`src/hw/rtl/tle_pkg.sv`:
```
// tle_pkg: shared types and constants for the tty line editor
// command codes, result kinds, control byte values and sizes
// no dependencies
`default_nettype none

package tle_pkg;

  // default line buffer size and width of the fill counter
  localparam int unsigned LINE_CAPACITY_DEF = 40;
  localparam int unsigned CNT_W             = 6;

  // command queue between front and back
  localparam int unsigned QUEUE_DEPTH = 2;
  localparam int unsigned QAW         = (QUEUE_DEPTH > 1) ? $clog2(QUEUE_DEPTH) : 1;

  // control bytes
  localparam logic [7:0] CH_EOT    = 8'd4;
  localparam logic [7:0] CH_BS     = 8'd8;
  localparam logic [7:0] CH_NL     = 8'd10;
  localparam logic [7:0] CH_KILL   = 8'd21;
  localparam logic [7:0] CH_WERASE = 8'd23;
  localparam logic [7:0] CH_SPACE  = 8'd32;
  localparam logic [7:0] CH_DEL    = 8'd127;

  // result kinds
  localparam logic [2:0] KIND_ECHO   = 3'd0;
  localparam logic [2:0] KIND_ERASE  = 3'd1;
  localparam logic [2:0] KIND_BELL   = 3'd2;
  localparam logic [2:0] KIND_REPLAY = 3'd3;
  localparam logic [2:0] KIND_NL     = 3'd4;
  localparam logic [2:0] KIND_FIN    = 3'd5;

  // classified command
  typedef enum logic [2:0] {
    OP_INSERT,
    OP_ERASE_CHAR,
    OP_ERASE_WORD,
    OP_KILL,
    OP_NEWLINE,
    OP_END
  } cmd_op_t;

  typedef struct packed {
    cmd_op_t    op;
    logic [7:0] data;
  } cmd_t;

endpackage

`default_nettype wire

```
`src/hw/rtl/tle_queue.sv`:
```
// tle_queue: small command queue between the decode front and the edit back
// depends on tle_pkg for the command type and depth
`default_nettype none

module tle_queue (
  input  wire             clk,
  input  wire             rst,
  input  wire             push,
  input  tle_pkg::cmd_t   wr_cmd,
  output logic            full,
  input  wire             pop,
  output tle_pkg::cmd_t   rd_cmd,
  output logic            not_empty
);
  import tle_pkg::*;

  cmd_t           entries [QUEUE_DEPTH];
  logic [QAW-1:0] wr_ptr;
  logic [QAW-1:0] rd_ptr;
  logic [QAW:0]   count;

  assign full      = (count == (QAW+1)'(QUEUE_DEPTH));
  assign not_empty = (count != '0);
  assign rd_cmd    = entries[rd_ptr];

  // storage
  always_ff @(posedge clk) begin
    if (push) begin
      entries[wr_ptr] <= wr_cmd;
    end
  end

  // pointers and occupancy
  always_ff @(posedge clk) begin
    if (rst) begin
      wr_ptr <= '0;
      rd_ptr <= '0;
      count  <= '0;
    end else begin
      if (push) begin
        wr_ptr <= (wr_ptr == QAW'(QUEUE_DEPTH - 1)) ? '0 : wr_ptr + 1'b1;
      end
      if (pop) begin
        rd_ptr <= (rd_ptr == QAW'(QUEUE_DEPTH - 1)) ? '0 : rd_ptr + 1'b1;
      end
      case ({push, pop})
        2'b10:   count <= count + 1'b1;
        2'b01:   count <= count - 1'b1;
        default: count <= count;
      endcase
    end
  end

endmodule

`default_nettype wire

```
`src/hw/rtl/tle_front.sv`:
```
// tle_front: accepts typed bytes and classifies them into edit commands
// depends on tle_pkg for control byte values and the command type
`default_nettype none

module tle_front (
  input  wire            s_tvalid,
  output logic           s_tready,
  input  wire [7:0]      s_tdata,   // [7:0] in_byte
  input  wire            s_tuser,   // [0] end_mark
  input  wire            q_full,
  output logic           push,
  output tle_pkg::cmd_t  cmd
);
  import tle_pkg::*;

  assign s_tready = !q_full;
  assign push     = s_tvalid && !q_full;

  // classify the byte; end of input wins over any byte value
  always_comb begin
    cmd.data = s_tdata;
    if (s_tuser) begin
      cmd.op = OP_END;
    end else begin
      case (s_tdata)
        CH_EOT:        cmd.op = OP_END;
        CH_NL:         cmd.op = OP_NEWLINE;
        CH_BS, CH_DEL: cmd.op = OP_ERASE_CHAR;
        CH_WERASE:     cmd.op = OP_ERASE_WORD;
        CH_KILL:       cmd.op = OP_KILL;
        default:       cmd.op = OP_INSERT;
      endcase
    end
  end

endmodule

`default_nettype wire

```
`src/hw/rtl/tle_back.sv`:
```
// tle_back: executes edit commands on the line buffer, at most one result per cycle while the output is not stalled
// holds the line memory, fill count, finished flag and the output register
// depends on tle_pkg
`default_nettype none

module tle_back #(
  parameter int unsigned LINE_CAPACITY = tle_pkg::LINE_CAPACITY_DEF
) (
  input  wire            clk,
  input  wire            rst,
  input  tle_pkg::cmd_t  cmd,
  input  wire            cmd_valid,
  output logic           cmd_pop,
  output logic           m_tvalid,
  input  wire            m_tready,
  output logic [7:0]     m_tdata,   // [7:0] out_byte
  output logic [2:0]     m_tuser,   // [2:0] out_kind
  output logic           m_tlast    // [0] last
);
  import tle_pkg::*;

  localparam int unsigned AW = (LINE_CAPACITY > 1) ? $clog2(LINE_CAPACITY) : 1;
  localparam logic [CNT_W-1:0] CAP = CNT_W'(LINE_CAPACITY);

  typedef enum logic [2:0] {
    S_IDLE,
    S_REPLAY,
    S_NL,
    S_WSP,
    S_WNS,
    S_ERASE
  } state_t;

  state_t           state, state_next;
  logic [CNT_W-1:0] fill, fill_next;
  logic             finished, finished_next;
  logic [CNT_W-1:0] idx, idx_next;
  logic [CNT_W-1:0] target, target_next;
  logic [CNT_W-1:0] idx_dec;

  logic [7:0]       line_mem [LINE_CAPACITY];
  logic [7:0]       rd_data;
  logic [AW-1:0]    rd_addr;
  logic             wr_en;

  logic             out_free;
  logic             emit;
  logic [2:0]       emit_kind;
  logic [7:0]       emit_byte;
  logic             emit_last;

  assign out_free = !m_tvalid || m_tready;
  assign idx_dec  = idx_next - 1'b1;

  // edit sequencer
  always_comb begin
    state_next    = state;
    fill_next     = fill;
    finished_next = finished;
    idx_next      = idx;
    target_next   = target;
    emit          = 1'b0;
    emit_kind     = KIND_ECHO;
    emit_byte     = 8'd0;
    emit_last     = 1'b0;
    wr_en         = 1'b0;
    cmd_pop       = 1'b0;
    case (state)
      S_IDLE: begin
        if (cmd_valid && out_free) begin
          cmd_pop = 1'b1;
          if (finished) begin
            emit      = 1'b1;
            emit_kind = KIND_FIN;
            emit_last = 1'b1;
          end else begin
            case (cmd.op)
              OP_END: begin
                emit      = 1'b1;
                emit_last = 1'b1;
                if (fill == '0) begin
                  emit_kind     = KIND_FIN;
                  finished_next = 1'b1;
                end else begin
                  emit_kind = KIND_BELL;
                end
              end
              OP_NEWLINE: begin
                if (fill == '0) begin
                  emit      = 1'b1;
                  emit_kind = KIND_NL;
                  emit_last = 1'b1;
                end else begin
                  idx_next   = '0;
                  state_next = S_REPLAY;
                end
              end
              OP_ERASE_CHAR: begin
                emit      = 1'b1;
                emit_last = 1'b1;
                if (fill != '0) begin
                  emit_kind = KIND_ERASE;
                  fill_next = fill - 1'b1;
                end else begin
                  emit_kind = KIND_BELL;
                end
              end
              OP_ERASE_WORD: begin
                if (fill != '0) begin
                  idx_next   = fill;
                  state_next = S_WSP;
                end
              end
              OP_KILL: begin
                if (fill != '0) begin
                  target_next = '0;
                  state_next  = S_ERASE;
                end
              end
              OP_INSERT: begin
                emit      = 1'b1;
                emit_last = 1'b1;
                if (fill < CAP) begin
                  wr_en     = 1'b1;
                  emit_kind = KIND_ECHO;
                  emit_byte = cmd.data;
                  fill_next = fill + 1'b1;
                end else begin
                  emit_kind = KIND_BELL;
                end
              end
              default: ;
            endcase
          end
        end
      end
      // replay stops in front of a zero byte or at the fill count
      S_REPLAY: begin
        if (out_free) begin
          emit = 1'b1;
          if (rd_data == 8'd0) begin
            emit_kind  = KIND_NL;
            emit_last  = 1'b1;
            fill_next  = '0;
            state_next = S_IDLE;
          end else begin
            emit_kind = KIND_REPLAY;
            emit_byte = rd_data;
            idx_next  = idx + 1'b1;
            if (idx + 1'b1 == fill) begin
              state_next = S_NL;
            end
          end
        end
      end
      S_NL: begin
        if (out_free) begin
          emit       = 1'b1;
          emit_kind  = KIND_NL;
          emit_last  = 1'b1;
          fill_next  = '0;
          state_next = S_IDLE;
        end
      end
      // word erase scan: trailing spaces first
      S_WSP: begin
        if (rd_data == CH_SPACE) begin
          idx_next = idx - 1'b1;
          if (idx == CNT_W'(1)) begin
            target_next = '0;
            state_next  = S_ERASE;
          end
        end else begin
          state_next = S_WNS;
        end
      end
      // then the word itself, up to the next space or the line start
      S_WNS: begin
        if (rd_data != CH_SPACE) begin
          idx_next = idx - 1'b1;
          if (idx == CNT_W'(1)) begin
            target_next = '0;
            state_next  = S_ERASE;
          end
        end else begin
          target_next = idx;
          state_next  = S_ERASE;
        end
      end
      // erase down to the target count, one position per result
      S_ERASE: begin
        if (out_free) begin
          emit      = 1'b1;
          emit_kind = KIND_ERASE;
          fill_next = fill - 1'b1;
          if (fill - 1'b1 == target) begin
            emit_last  = 1'b1;
            state_next = S_IDLE;
          end
        end
      end
      default: state_next = S_IDLE;
    endcase
  end

  // read address is taken from the next state so the data is ready when that state is entered
  always_comb begin
    case (state_next)
      S_REPLAY:     rd_addr = idx_next[AW-1:0];
      S_WSP, S_WNS: rd_addr = idx_dec[AW-1:0];
      default:      rd_addr = '0;
    endcase
  end

  // line memory
  always_ff @(posedge clk) begin
    if (wr_en) begin
      line_mem[fill[AW-1:0]] <= cmd.data;
    end
    rd_data <= line_mem[rd_addr];
  end

  // state, counters and output register
  always_ff @(posedge clk) begin
    if (rst) begin
      state    <= S_IDLE;
      fill     <= '0;
      finished <= 1'b0;
      idx      <= '0;
      target   <= '0;
      m_tvalid <= 1'b0;
    end else begin
      state    <= state_next;
      fill     <= fill_next;
      finished <= finished_next;
      idx      <= idx_next;
      target   <= target_next;
      if (emit) begin
        m_tvalid <= 1'b1;
      end else if (m_tready) begin
        m_tvalid <= 1'b0;
      end
    end
  end

  // output payload
  always_ff @(posedge clk) begin
    if (emit) begin
      m_tdata <= emit_byte;
      m_tuser <= emit_kind;
      m_tlast <= emit_last;
    end
  end

endmodule

`default_nettype wire

```
`src/hw/rtl/tty_line_editor.sv`:
```
// tty_line_editor: terminal line editing on a byte stream
//
// Input stream s_*: one typed byte per transfer, s_tuser marks end of input.
// Output stream m_*: result transfers, m_tuser is the kind (echo, erase,
// bell, replayed byte, newline, finished), m_tdata the byte for echo and
// replay, m_tlast marks the final result of one input byte.
// A front stage decodes each byte into an edit command and parks it in a
// two-entry queue; the back stage runs commands against a line memory of
// LINE_CAPACITY bytes and drives a registered output.
// A single result passes through the queue and the output register; a kill
// or a newline on a non-empty line first enters its erase or replay state,
// and a word erase emits only after its scan. Results leave at most one per
// cycle while the output is not stalled; a kill gives one erase per stored
// byte, a newline on a non-empty line up to n replayed bytes and a newline,
// a word erase one result per erased position (n = stored bytes, at most LINE_CAPACITY).
// Ctrl-W and Ctrl-U on an empty line give no result.
// Reset empties the line and the queue and clears the finished flag.
// When the receiver stalls the output register holds, the back stops, and
// the queue fills; s_tready then drops until space frees up.
// depends on tle_pkg, tle_front, tle_queue, tle_back
`default_nettype none

module tty_line_editor #(
  parameter int unsigned LINE_CAPACITY = tle_pkg::LINE_CAPACITY_DEF
) (
  input  wire        clk,
  input  wire        rst,
  input  wire        s_tvalid,
  output logic       s_tready,
  input  wire [7:0]  s_tdata,   // [7:0] in_byte
  input  wire        s_tuser,   // [0] end_mark
  output logic       m_tvalid,
  input  wire        m_tready,
  output logic [7:0] m_tdata,   // [7:0] out_byte
  output logic [2:0] m_tuser,   // [2:0] out_kind
  output logic       m_tlast    // [0] last
);
  import tle_pkg::*;

  cmd_t front_cmd;
  cmd_t queue_cmd;
  logic push;
  logic q_full;
  logic q_not_empty;
  logic pop;

  // decode
  tle_front u_front (
    .s_tvalid (s_tvalid),
    .s_tready (s_tready),
    .s_tdata  (s_tdata),
    .s_tuser  (s_tuser),
    .q_full   (q_full),
    .push     (push),
    .cmd      (front_cmd)
  );

  // command queue
  tle_queue u_queue (
    .clk       (clk),
    .rst       (rst),
    .push      (push),
    .wr_cmd    (front_cmd),
    .full      (q_full),
    .pop       (pop),
    .rd_cmd    (queue_cmd),
    .not_empty (q_not_empty)
  );

  // edit engine
  tle_back #(
    .LINE_CAPACITY (LINE_CAPACITY)
  ) u_back (
    .clk       (clk),
    .rst       (rst),
    .cmd       (queue_cmd),
    .cmd_valid (q_not_empty),
    .cmd_pop   (pop),
    .m_tvalid  (m_tvalid),
    .m_tready  (m_tready),
    .m_tdata   (m_tdata),
    .m_tuser   (m_tuser),
    .m_tlast   (m_tlast)
  );

endmodule

`default_nettype wire
```
`config.mk`:
```
export PLATFORM = sky130hd
export DESIGN_NAME = tty_line_editor
export DESIGN_NICKNAME = d
export VERILOG_FILES = /design/src/hw/rtl/tle_pkg.sv /design/src/hw/rtl/tle_queue.sv /design/src/hw/rtl/tle_front.sv /design/src/hw/rtl/tle_back.sv /design/src/hw/rtl/tty_line_editor.sv
export SDC_FILE = /design/constraint.sdc
export NUM_CORES = 1
export LEC_CHECK = 0
export BUFFER_PORTS_ARGS = -buffer_cell sky130_fd_sc_hd__clkbuf_2
export CORE_MARGIN = 10
export CORE_UTILIZATION = 50
export CTS_CLUSTER_SIZE = 30
export DETAILED_ROUTE_END_ITERATION = 7
export PLACE_DENSITY_LB_ADDON = 0.3
export RECOVER_POWER = 25
export SLEW_MARGIN = 20
export SYNTH_ARGS = -nofsm -noshare
export SYNTH_HDL_FRONTEND = slang
export SYNTH_SLANG_ARGS = --single-unit
```
`constraint.sdc`:
```
create_clock -name clk -period 6.7 [get_ports clk]
set_input_delay 0.335 -clock clk [delete_from_list [all_inputs] [get_ports clk]]
set_output_delay 0.335 -clock clk [all_outputs]
set_load 0.01 [all_outputs]
```
==> results of run 1 <==
[where the power goes]
| part | leakage, µW | total (µW) | switching, µW | internal [µW] |
|---|---|---|---|---|
| logic | 0.00210 | 3610 | 2420 | 1190 |
| clock network | 0.000614 | 2140 | 901 | 1240 |
| registers | 0.00349 | 3280 | 223 | 3060 |
[Yosys cell counts, types with 14 or more instances]
library cell,count
buf_2,28
and2_1,45
o21ai_1,14
or3_1,15
xnor2_1,22
nor3_1,22
dfxtp_1,36
nand3_1,29
mux4_2,18
o21ai_0,20
nand2_1,182
and3_1,24
a21oi_1,30
a22oi_1,16
clkbuf_1,42
a31oi_1,25
nor2_1,109
o31ai_1,18
edfxtp_1,354
a211oi_1,62
[registers in the layout, summed over array words and instances (netlist names), 2 cells and up, named ones only]
signal / count
u_back.fill: 6
u_back.idx: 6
u_back.line_mem: 320
u_back.m_tdata: 8
u_back.m_tuser: 3
u_back.rd_data: 8
u_back.state: 3
u_back.target: 6
u_queue.count: 2
u_queue.entries: 22
[stage by stage]
stage / hold WS, ns / cell area [µm²] / power [µW] / util, %
2_1_floorplan: 0.434 / 17400 / 5800 / -
3_3_place_gp: 0.479 / 17900 / 6830 / 52.0
3_5_place_dp: 0.499 / 17900 / 6880 / 52.0
4_1_cts: 0.00476 / 19200 / 9020 / 55.7
5_1_grt: 0.0775 / 19100 / 9460 / 55.6
6_report: 0.0742 / 19100 / 9030 / 55.6
[worst min path at each step]
stage | end | slack, ns | from
global route | u_queue.entries[1][7] | 0.08 | s_tdata[7]
floorplan | u_queue.entries[0][0] | 0.43 | s_tdata[0]
CTS | u_queue.entries[1][7] | 0.005 | s_tdata[7]
detailed placement | u_queue.rd_ptr | 0.50 | u_queue.rd_ptr
global placement | u_queue.count[1] | 0.48 | u_queue.count[1]
finish | u_queue.entries[1][7] | 0.07 | s_tdata[7]
[kinds of logic after synthesis]
group / after synthesis
and+or+nand+nor: 501
DFF: 390
AOI/OAI and AO/OA: 282
buffers and inverters: 99
muxes: 45
xor gates and xnor gates: 30
adders and majority gates: 8
[worst max-delay path: cells and delay by family (launching register included)]
| kind | cells | cell delay [ns] |
|---|---|---|
| and+or+nand+nor | 3 | 0.67 |
| buffers and inverters | 1 | 0.59 |
| AOI/OAI and AO/OA | 8 | 2.30 |
| adders and majority gates | 1 | 0.32 |
| muxes | 2 | 0.82 |
| DFF | 1 | 0.80 |
[final cells by class]
type                    instances  area [µm²]  area share [%]
multi-input cells             866        5650            29.5
clock buffers                  58        1150            6.01
inverters                      13        48.8           0.255
repair buffers                 42         263            1.37
clock inverters                14         115           0.601
well taps                     455         569            2.97
flip-flops and latches        390       11400            59.3
[repair_timing]
action / 4_1_cts / 5_1_grt
hold endpoints to repair: 2 / 0
hold buffers: 1 / 0
setup buffers: 0 / 0
[metal layers]
layer | up-vias | track usage (%) | wire [µm]
met4 | 0 | 6.67 | 1230
met3 | 67 | 3.67 | 3760
met1 | 5711 | 30.3 | 19700
li1 | 5186 | - | -
met5 | - | 0 | 0
met2 | 517 | 31.2 | 20000
==> impl_metrics.tcl, run 1 <==
set metrics [dict create \
    outcome "finished with violations" \
    violations "capacitance limit, slew limit" \
    synth-compound-area-share_pct 12.1 \
    drt_pass1_iterations 5 \
    seq_area_frac_synth_pct 65.2 \
    syn_area_per_cell_um2 12.8 \
    critPathRequiredTime_ns 7.13 \
    portBuffers 26 \
    whs_path_depth 1 \
    yosys.area.top_type "edfxtp_1" \
    routabilityCongestion 0.929 \
    clockBufferDepth 3 \
    synth_top_family_by_area "simple AND/OR/NAND/NOR gates" \
    drt_iter0_drc 1309 \
    cts_resized 0 \
    syn-cell-area_um2 17400 \
    stdcell_count 1838 \
    grt_pass1_vias 10800 \
    worst-r2r-cell-count 15 \
    dr_total_vias 11500 \
    cpPeakStageDelay_ns 0.80 \
    ys_seq_elements 390 \
    fp.dieH_um 207 \
    worst_r2r_endpoint "u_back.rd_data[1]" \
    placementRows 68 \
    worst_slack_ns 1.03 \
    routedWlPerCell_um 24.4 \
    syn-instance-count 1355 \
    relSlewSlack_pct -10.9 \
    num_antenna_cells 0 \
    reg2reg_slack_ns 1.03 \
    mostFrequentLayoutCells "354 x edfxtp_1, 182 x nand2_1, 109 x nor2_1" \
    cp-end-kind "flop" \
    mostFrequentLayoutCell "edfxtp_1" \
    io_pins 27 \
    post_drt_via_cell_ratio 6.25 \
    cts_max_level 2 \
    cts_made_buffers 40 \
    yosys_warnings 0 \
    crit_fanout 66 \
    synth.area.top_cells "edfxtp_1 61%, dfxtp_1 4.1%, nand2_1 3.9%" \
    cts-root-buf "clkbuf_16" \
    grt_pass1_wl_um 67800 \
    routed_wl_um 44800 \
    core_region_area_um2 34500 \
    synth-edff-count 354 \
    yosys.area_share.simple_pct 14.1 \
    synth.area.mux_share_pct 4.02 \
    cts.sinks 390 \
    async_flop_share_pct 0 \
    synth_fa_ha_area_share_pct 0.575 \
    cp_cell_sequence "mux2_4, a21o_1, o31ai_2, nand4bb_2, a221oi_4, ha_1, nand4b_1, o21ai_4, buf_4, mux4_2, nand2_1, o311ai_1, a32oi_1, a2111oi_0, a211o_1" \
    cpMaxStageDelayCell "dfxtp_1" \
    area_growth_pct 9.97 \
    dieArea_um2 42700 \
    slew_viol_final 168 \
    rsz0062_at_grt "no" \
    placed_cells 1765 \
    fillerInstances 2829 \
    initial_core_util_pct 50.5 \
    setup_violations 0 \
    path_class "reg2reg" \
    power_density_nw_per_um2 472 \
    min_period_ns 5.67 \
    grt.total_usage_pct 20.8 \
    power.leakage_uw 0.00620 \
    final.period_utilization_pct 84.6 \
    clkLatencyLatePin_ns 0.54 \
    antenna_found_initial 0 \
    start_kind "flop" \
    holdCritPathClass "in2reg" \
    synth_xor_xnor_area_share_pct 1.51 \
    maxCapViolations 4 \
    ant_nets 0 \
    overflow 0 \
    fin_nets 1374 \
    post-place-ws_ns 1.20 \
    synth.distinct_cells 85 \
    cts_tree "built" \
    setup_tns_ns 0 \
    post-dp-hpwl_um 28100 \
    die_w_um 207 \
    synthFlopType "edfxtp_1" \
    peakVddDrop_mv 0.300 \
    finClkSkew_ns 0.0171 \
    worst_pin_slew_ns 1.66 \
    synth_nets 1376 \
    synth_top_area_share_pct 61.1 \
    grt_max_degree 72 \
    max_freq_ghz 0.176 \
    cts.clk_slew.worst_paths_ns 0.06 \
    drive_gt1_share_pct 9.91 \
    remaining_drc_errors 0 \
    final_hold_viol_count 0 \
    worst_ep_arrival_time_ns 6.10 \
    crit_path_end "u_back.rd_data[1]" \
]
(Power assumes the default switching activity.)
==> run 2: changes to the inputs <==
Clock period 6.7 ns to 4.78 ns, I/O delays scaled along.
==> impl_metrics.tcl, run 2 (synthesized netlist as in run 1, its figures left out) <==
set metrics [dict create \
    regArea_um2 11400 \
    holdCritPathClass "in2reg" \
    fin_nets 1445 \
    max_freq_ghz 0.217 \
    wl_met3_um 4070 \
    clockBufferDepth 3 \
    portBuffers 26 \
    critPathRequiredTime_ns 5.21 \
    path_class "reg2reg" \
    placementRows 68 \
    slew_viol_final 168 \
    reg2reg_slack_ns 0.18 \
    area_growth_pct 14.6 \
    route.met2.wl_um 20800 \
    grt_pass1_wl_um 69200 \
    post_drt_via_cell_ratio 6.13 \
    initial_core_util_pct 50.5 \
    core_region_area_um2 34500 \
    crit_fanout 38 \
    cts_tree "built" \
    mostFrequentLayoutCell "edfxtp_1" \
    placed_cell_area_um2 18400 \
    worst_pin_slew_ns 2.15 \
    grt.total_usage_pct 21.2 \
    post-dp-hpwl_um 28900 \
    fin_area_um2 19900 \
    largest_register_ffs 320 \
    grt_pass1_vias 11300 \
    multi_input_area_um2 5770 \
    grt_max_degree 47 \
    violations "capacitance limit, slew limit" \
    peakVddDrop_mv 0.365 \
    clkLatencyLatePin_ns 0.55 \
    routabilityCongestion 0.961 \
    fillerInstances 2715 \
    mostFrequentLayoutCells "354 x edfxtp_1, 182 x nand2_1, 109 x nor2_1" \
    cts.sinks 390 \
    antenna_found_initial 0 \
    cts.clk_slew.worst_paths_ns 0.07 \
    start_kind "flop" \
    finClkSkew_ns 0.0271 \
    drive_gt1_share_pct 15.0 \
    setup_violations 0 \
    final.period_utilization_pct 96.3 \
    io_pins 27 \
    drt_pass1_iterations 7 \
    highest_layer "met4" \
    min_period_ns 4.60 \
    cp-end-kind "flop" \
    cts_max_level 2 \
    dieArea_um2 42700 \
    fp.dieH_um 207 \
    power_density_nw_per_um2 680 \
    maxCapViolations 4 \
    die_w_um 207 \
    dr_total_vias 11700 \
    placed_cells 1822 \
    cts-root-buf "clkbuf_16" \
    drt_iter0_drc 1434 \
    stdcell_count 1909 \
    ant_nets 0 \
    overflow 0 \
    remaining_drc_errors 0 \
    wl_met1_um 19800 \
    worst_ep_arrival_time_ns 5.03 \
    cts_made_buffers 41 \
    outcome "finished with violations" \
    relSlewSlack_pct -43.6 \
    power.leakage_uw 0.00664 \
    routedWlPerCell_um 23.9 \
    final_hold_viol_count 0 \
    num_antenna_cells 0 \
    routed_wl_um 45700 \
]
[run 2: cell types whose count changed in the layout (fill, tap and decap cells not counted), moves of 2 or more]
cell           change
buf_4             +57
bufinv_16          +5
buf_12             +4
clkbuf_8           -4
a211oi_1           -3
clkbuf_1           -4
clkinv_2           +4
dlygate4sd3_1      +6
a2111oi_2          +3
a32oi_2            +2
a32oi_1            -2
a211oi_2           +3
a2111oi_0          -5
[run 2: report_power, final]
group | switching [µW] | total [µW] | internal (µW) | leakage [µW]
clock network | 1310 | 3250 | 1940 | 0.000668
registers | 177 | 4460 | 4290 | 0.00349
logic | 3710 | 5850 | 2140 | 0.00248
[run 2: area by class of cell]
class                   instances  share of cell area [%]
flip-flops and latches        390                    56.9
multi-input cells             867                    28.9
clock buffers                  49                    5.40
repair buffers                111                    4.24
well taps                     455                    2.85
clock inverters                24                    1.45
inverters                      13                   0.245
[run 2: stage by stage]
step | hold slack (ns) | setup slack (ns) | util (%) | total power (µW) | TNS [ns]
final | 0.0633 | 0.175 | 57.9 | 13600 | 0
after floorplan | 0.338 | 0.418 | - | 8130 | 0
after CTS | 0.00118 | 0.00827 | 57.7 | 13400 | 0
after global routing | 0.0683 | -0.00215 | 57.9 | 14200 | -0.00215
after global placement | 0.460 | -0.0297 | 53.3 | 9960 | -0.0368
after detailed placement | 0.464 | -0.258 | 53.3 | 10100 | -0.516
[run 2: path summary, 6_finish.rpt]
check,start,to,depth (start not counted)
setup / recovery,u_back.rd_data[5],u_back.rd_data[1],16
hold / removal,s_tuser,u_queue.entries[1][9],2
setup reg to reg,u_back.rd_data[5],u_back.rd_data[1],16
hold reg to reg,u_back.target[1],u_back.target[1],2
[run 2: what timing repair did]
action	in CTS	in global routing
buffers inserted	5	1
resized for setup	5	17
setup endpoints to repair	4	7
hold buffers	7	0
gates cloned	0	1
pin swaps	1	0
endpoints found under the hold margin	14	0
[run 2: critical path, cell delays in order (launching register included)]
cell and delay, ns:
dfxtp_1 0.46, or4b_1 0.54, o21ai_1 0.25, nand2_1 0.14
or3_1 0.41, a21oi_4 0.26, ha_1 0.26, nand4b_1 0.30
o21ai_4 0.21, buf_12 0.25, mux4_2 0.33, nand2_1 0.12
o311ai_1 0.15, a32oi_2 0.30, a2111oi_2 0.08, buf_4 0.15
a211o_1 0.26
[run 2: metal layers]
metal / track usage (%) / up-vias
li1: - / 5323
met1: 31.4 / 5746
met2: 31.9 / 544
met3: 3.60 / 85
met4: 5.68 / 0
met5: 0 / -
==> run 3: changes to the inputs <==
Settings changed: BUFFER_PORTS_ARGS -buffer_cell sky130_fd_sc_hd__clkbuf_2 to unset, DONT_BUFFER_PORTS set to 1.
==> impl_metrics.tcl, run 3 (synthesized netlist as in run 1, its figures left out) <==
set metrics [dict create \
    use_met3_pct 5.07 \
    grtUsageMet2_pct 32.3 \
    swShare_pct 38.5 \
    cts_max_level 2 \
    io_pins 27 \
    worst_ep_arrival_time_ns 5.08 \
    violations "capacitance limit, slew limit" \
    routed_wl_um 45400 \
    mostFrequentLayoutCells "354 x edfxtp_1, 182 x nand2_1, 109 x nor2_1" \
    crit_fanout 28 \
    portBuffers 0 \
    cts_tree "built" \
    grt_pass1_wl_um 68600 \
    drive_gt1_share_pct 14.1 \
    core_region_area_um2 34500 \
    grt.total_usage_pct 21.2 \
    antenna_found_initial 1 \
    routabilityCongestion 0.993 \
    grt_max_degree 44 \
    p_switching_uw 5160 \
    cp-end-kind "flop" \
    remaining_drc_errors 0 \
    placementRows 68 \
    mostFrequentLayoutCell "edfxtp_1" \
    internal-power_uw 8220 \
    finClkSkew_ns 0.0135 \
    max_freq_ghz 0.217 \
    path_class "reg2reg" \
    critPathBufInv 1 \
    power.leakage_uw 0.00655 \
    relSlewSlack_pct -61.4 \
    cts.clk_slew.worst_paths_ns 0.06 \
    start_kind "flop" \
    rsz0062_at_grt "no" \
    fp.dieH_um 207 \
    area_growth_pct 13.6 \
    setup_violations 0 \
    drt_iter0_drc 1413 \
    cp_cell_sequence "or4_1, nor3_2, nor3_1, or3_1, a21oi_4, ha_1, nand4b_1, o21ai_4, buf_12, and2_1, a211oi_1, o311ai_1, a32oi_1, a2111oi_2, a211o_1" \
    crit_family "simple AND/OR/NAND/NOR gates" \
    top_usage_layer "met2" \
    largest_register_ffs 320 \
    peakVddDrop_mv 0.315 \
    final_hold_viol_count 0 \
    cts-root-buf "clkbuf_16" \
    seqPwrFrac_pct 33.8 \
    worst_pin_slew_ns 2.42 \
    holdCritPathClass "in2reg" \
    fin_nets 1422 \
    overflow 0 \
    reg2reg_slack_ns 0.18 \
    ant_nets 0 \
    drt_pass1_iterations 6 \
    cts.sinks 390 \
    routedWlPerCell_um 24.1 \
    setup_tns_ns 0 \
    power_density_nw_per_um2 677 \
    outcome "finished with violations" \
    final.period_utilization_pct 96.3 \
    p_clk_share_pct 23.3 \
    dieArea_um2 42700 \
    clockBufferDepth 3 \
    cts_made_buffers 41 \
    holdWs_ns 0.0495 \
    p_comb_share_pct 43.0 \
    cpMaxStageDelayCell "or4_1" \
    maxCapViolations 4 \
    grt_pass1_vias 11100 \
    initial_core_util_pct 50.5 \
    dr_total_vias 11700 \
    slew_viol_final 168 \
    whs_path_depth 2 \
    post-dp-hpwl_um 29200 \
    grt_util_met1_pct 29.9 \
    die_w_um 207 \
    min_period_ns 4.60 \
    crit_cells 15 \
    clkLatencyLatePin_ns 0.54 \
    post_drt_via_cell_ratio 6.20 \
    critPathRequiredTime_ns 5.26 \
    worst-r2r-cell-count 15 \
    cpPeakStageDelay_ns 0.66 \
    num_antenna_cells 0 \
]
==> run 3: worst paths after layout <==
check / start / to
setup / recovery: u_back.rd_data[1] / u_back.rd_data[0]
hold / removal: s_tdata[0] / u_queue.entries[0][9]
setup reg to reg: u_back.rd_data[1] / u_back.rd_data[0]
hold reg to reg: u_queue.rd_ptr / flop
==> run 3: repair_timing <==
action,in CTS,in global routing
pin swaps,0,1
buffers inserted,0,1
hold buffers,11,0
hold endpoints to repair,50,0
setup endpoints to repair,2,7
resized for setup,4,8
==> run 3: layout make-up <==
type	count	area, µm²
multi-input combinational	866	5700
clock buffer	51	1080
sequential	390	11400
fill	2723	14700
clock inverter	23	225
timing repair buffer	89	788
inverter	13	48.8
tap	455	569
==> run 3: power by group through the flow <==
stage	combinational (µW)	clock [µW]	sequential (µW)
after floorplan	3670	0	4460
after CTS	5620	3150	4500
final	5750	3110	4520
after detailed placement	5520	0	4570
after global routing	6180	3300	4540
after global placement	5470	0	4560
==> run 3: per-layer routing <==
metal	routed length [µm]	vias up
li1	-	5285
met1	18900	5786
met2	21000	558
met3	4560	66
met4	960	0
met5	0	-
==> run 3: worst register-to-register path: cells and delay by family, from the launching register on <==
| family | cells | cell delay, ns |
|---|---|---|
| buf+inv | 1 | 0.21 |
| flops | 1 | 0.33 |
| simple gates | 6 | 1.91 |
| fa+ha+maj | 1 | 0.27 |
| compound gates | 7 | 1.81 |
==> run 3: metrics by stage <==
stage / util, % / total power (µW) / std cells / instance area (µm²) / worst slack (ns)
after floorplan: - / 8130 / 1355 / 17400 / 0.418
after detailed placement: 53.1 / 10100 / 1801 / 18300 / -0.208
after CTS: 57.2 / 13300 / 1886 / 19700 / 0.0315
after global placement: 53.1 / 10000 / 1801 / 18300 / -0.142
after global routing: 57.4 / 14000 / 1887 / 19800 / 0.0130
final: 57.4 / 13400 / 1887 / 19800 / 0.178
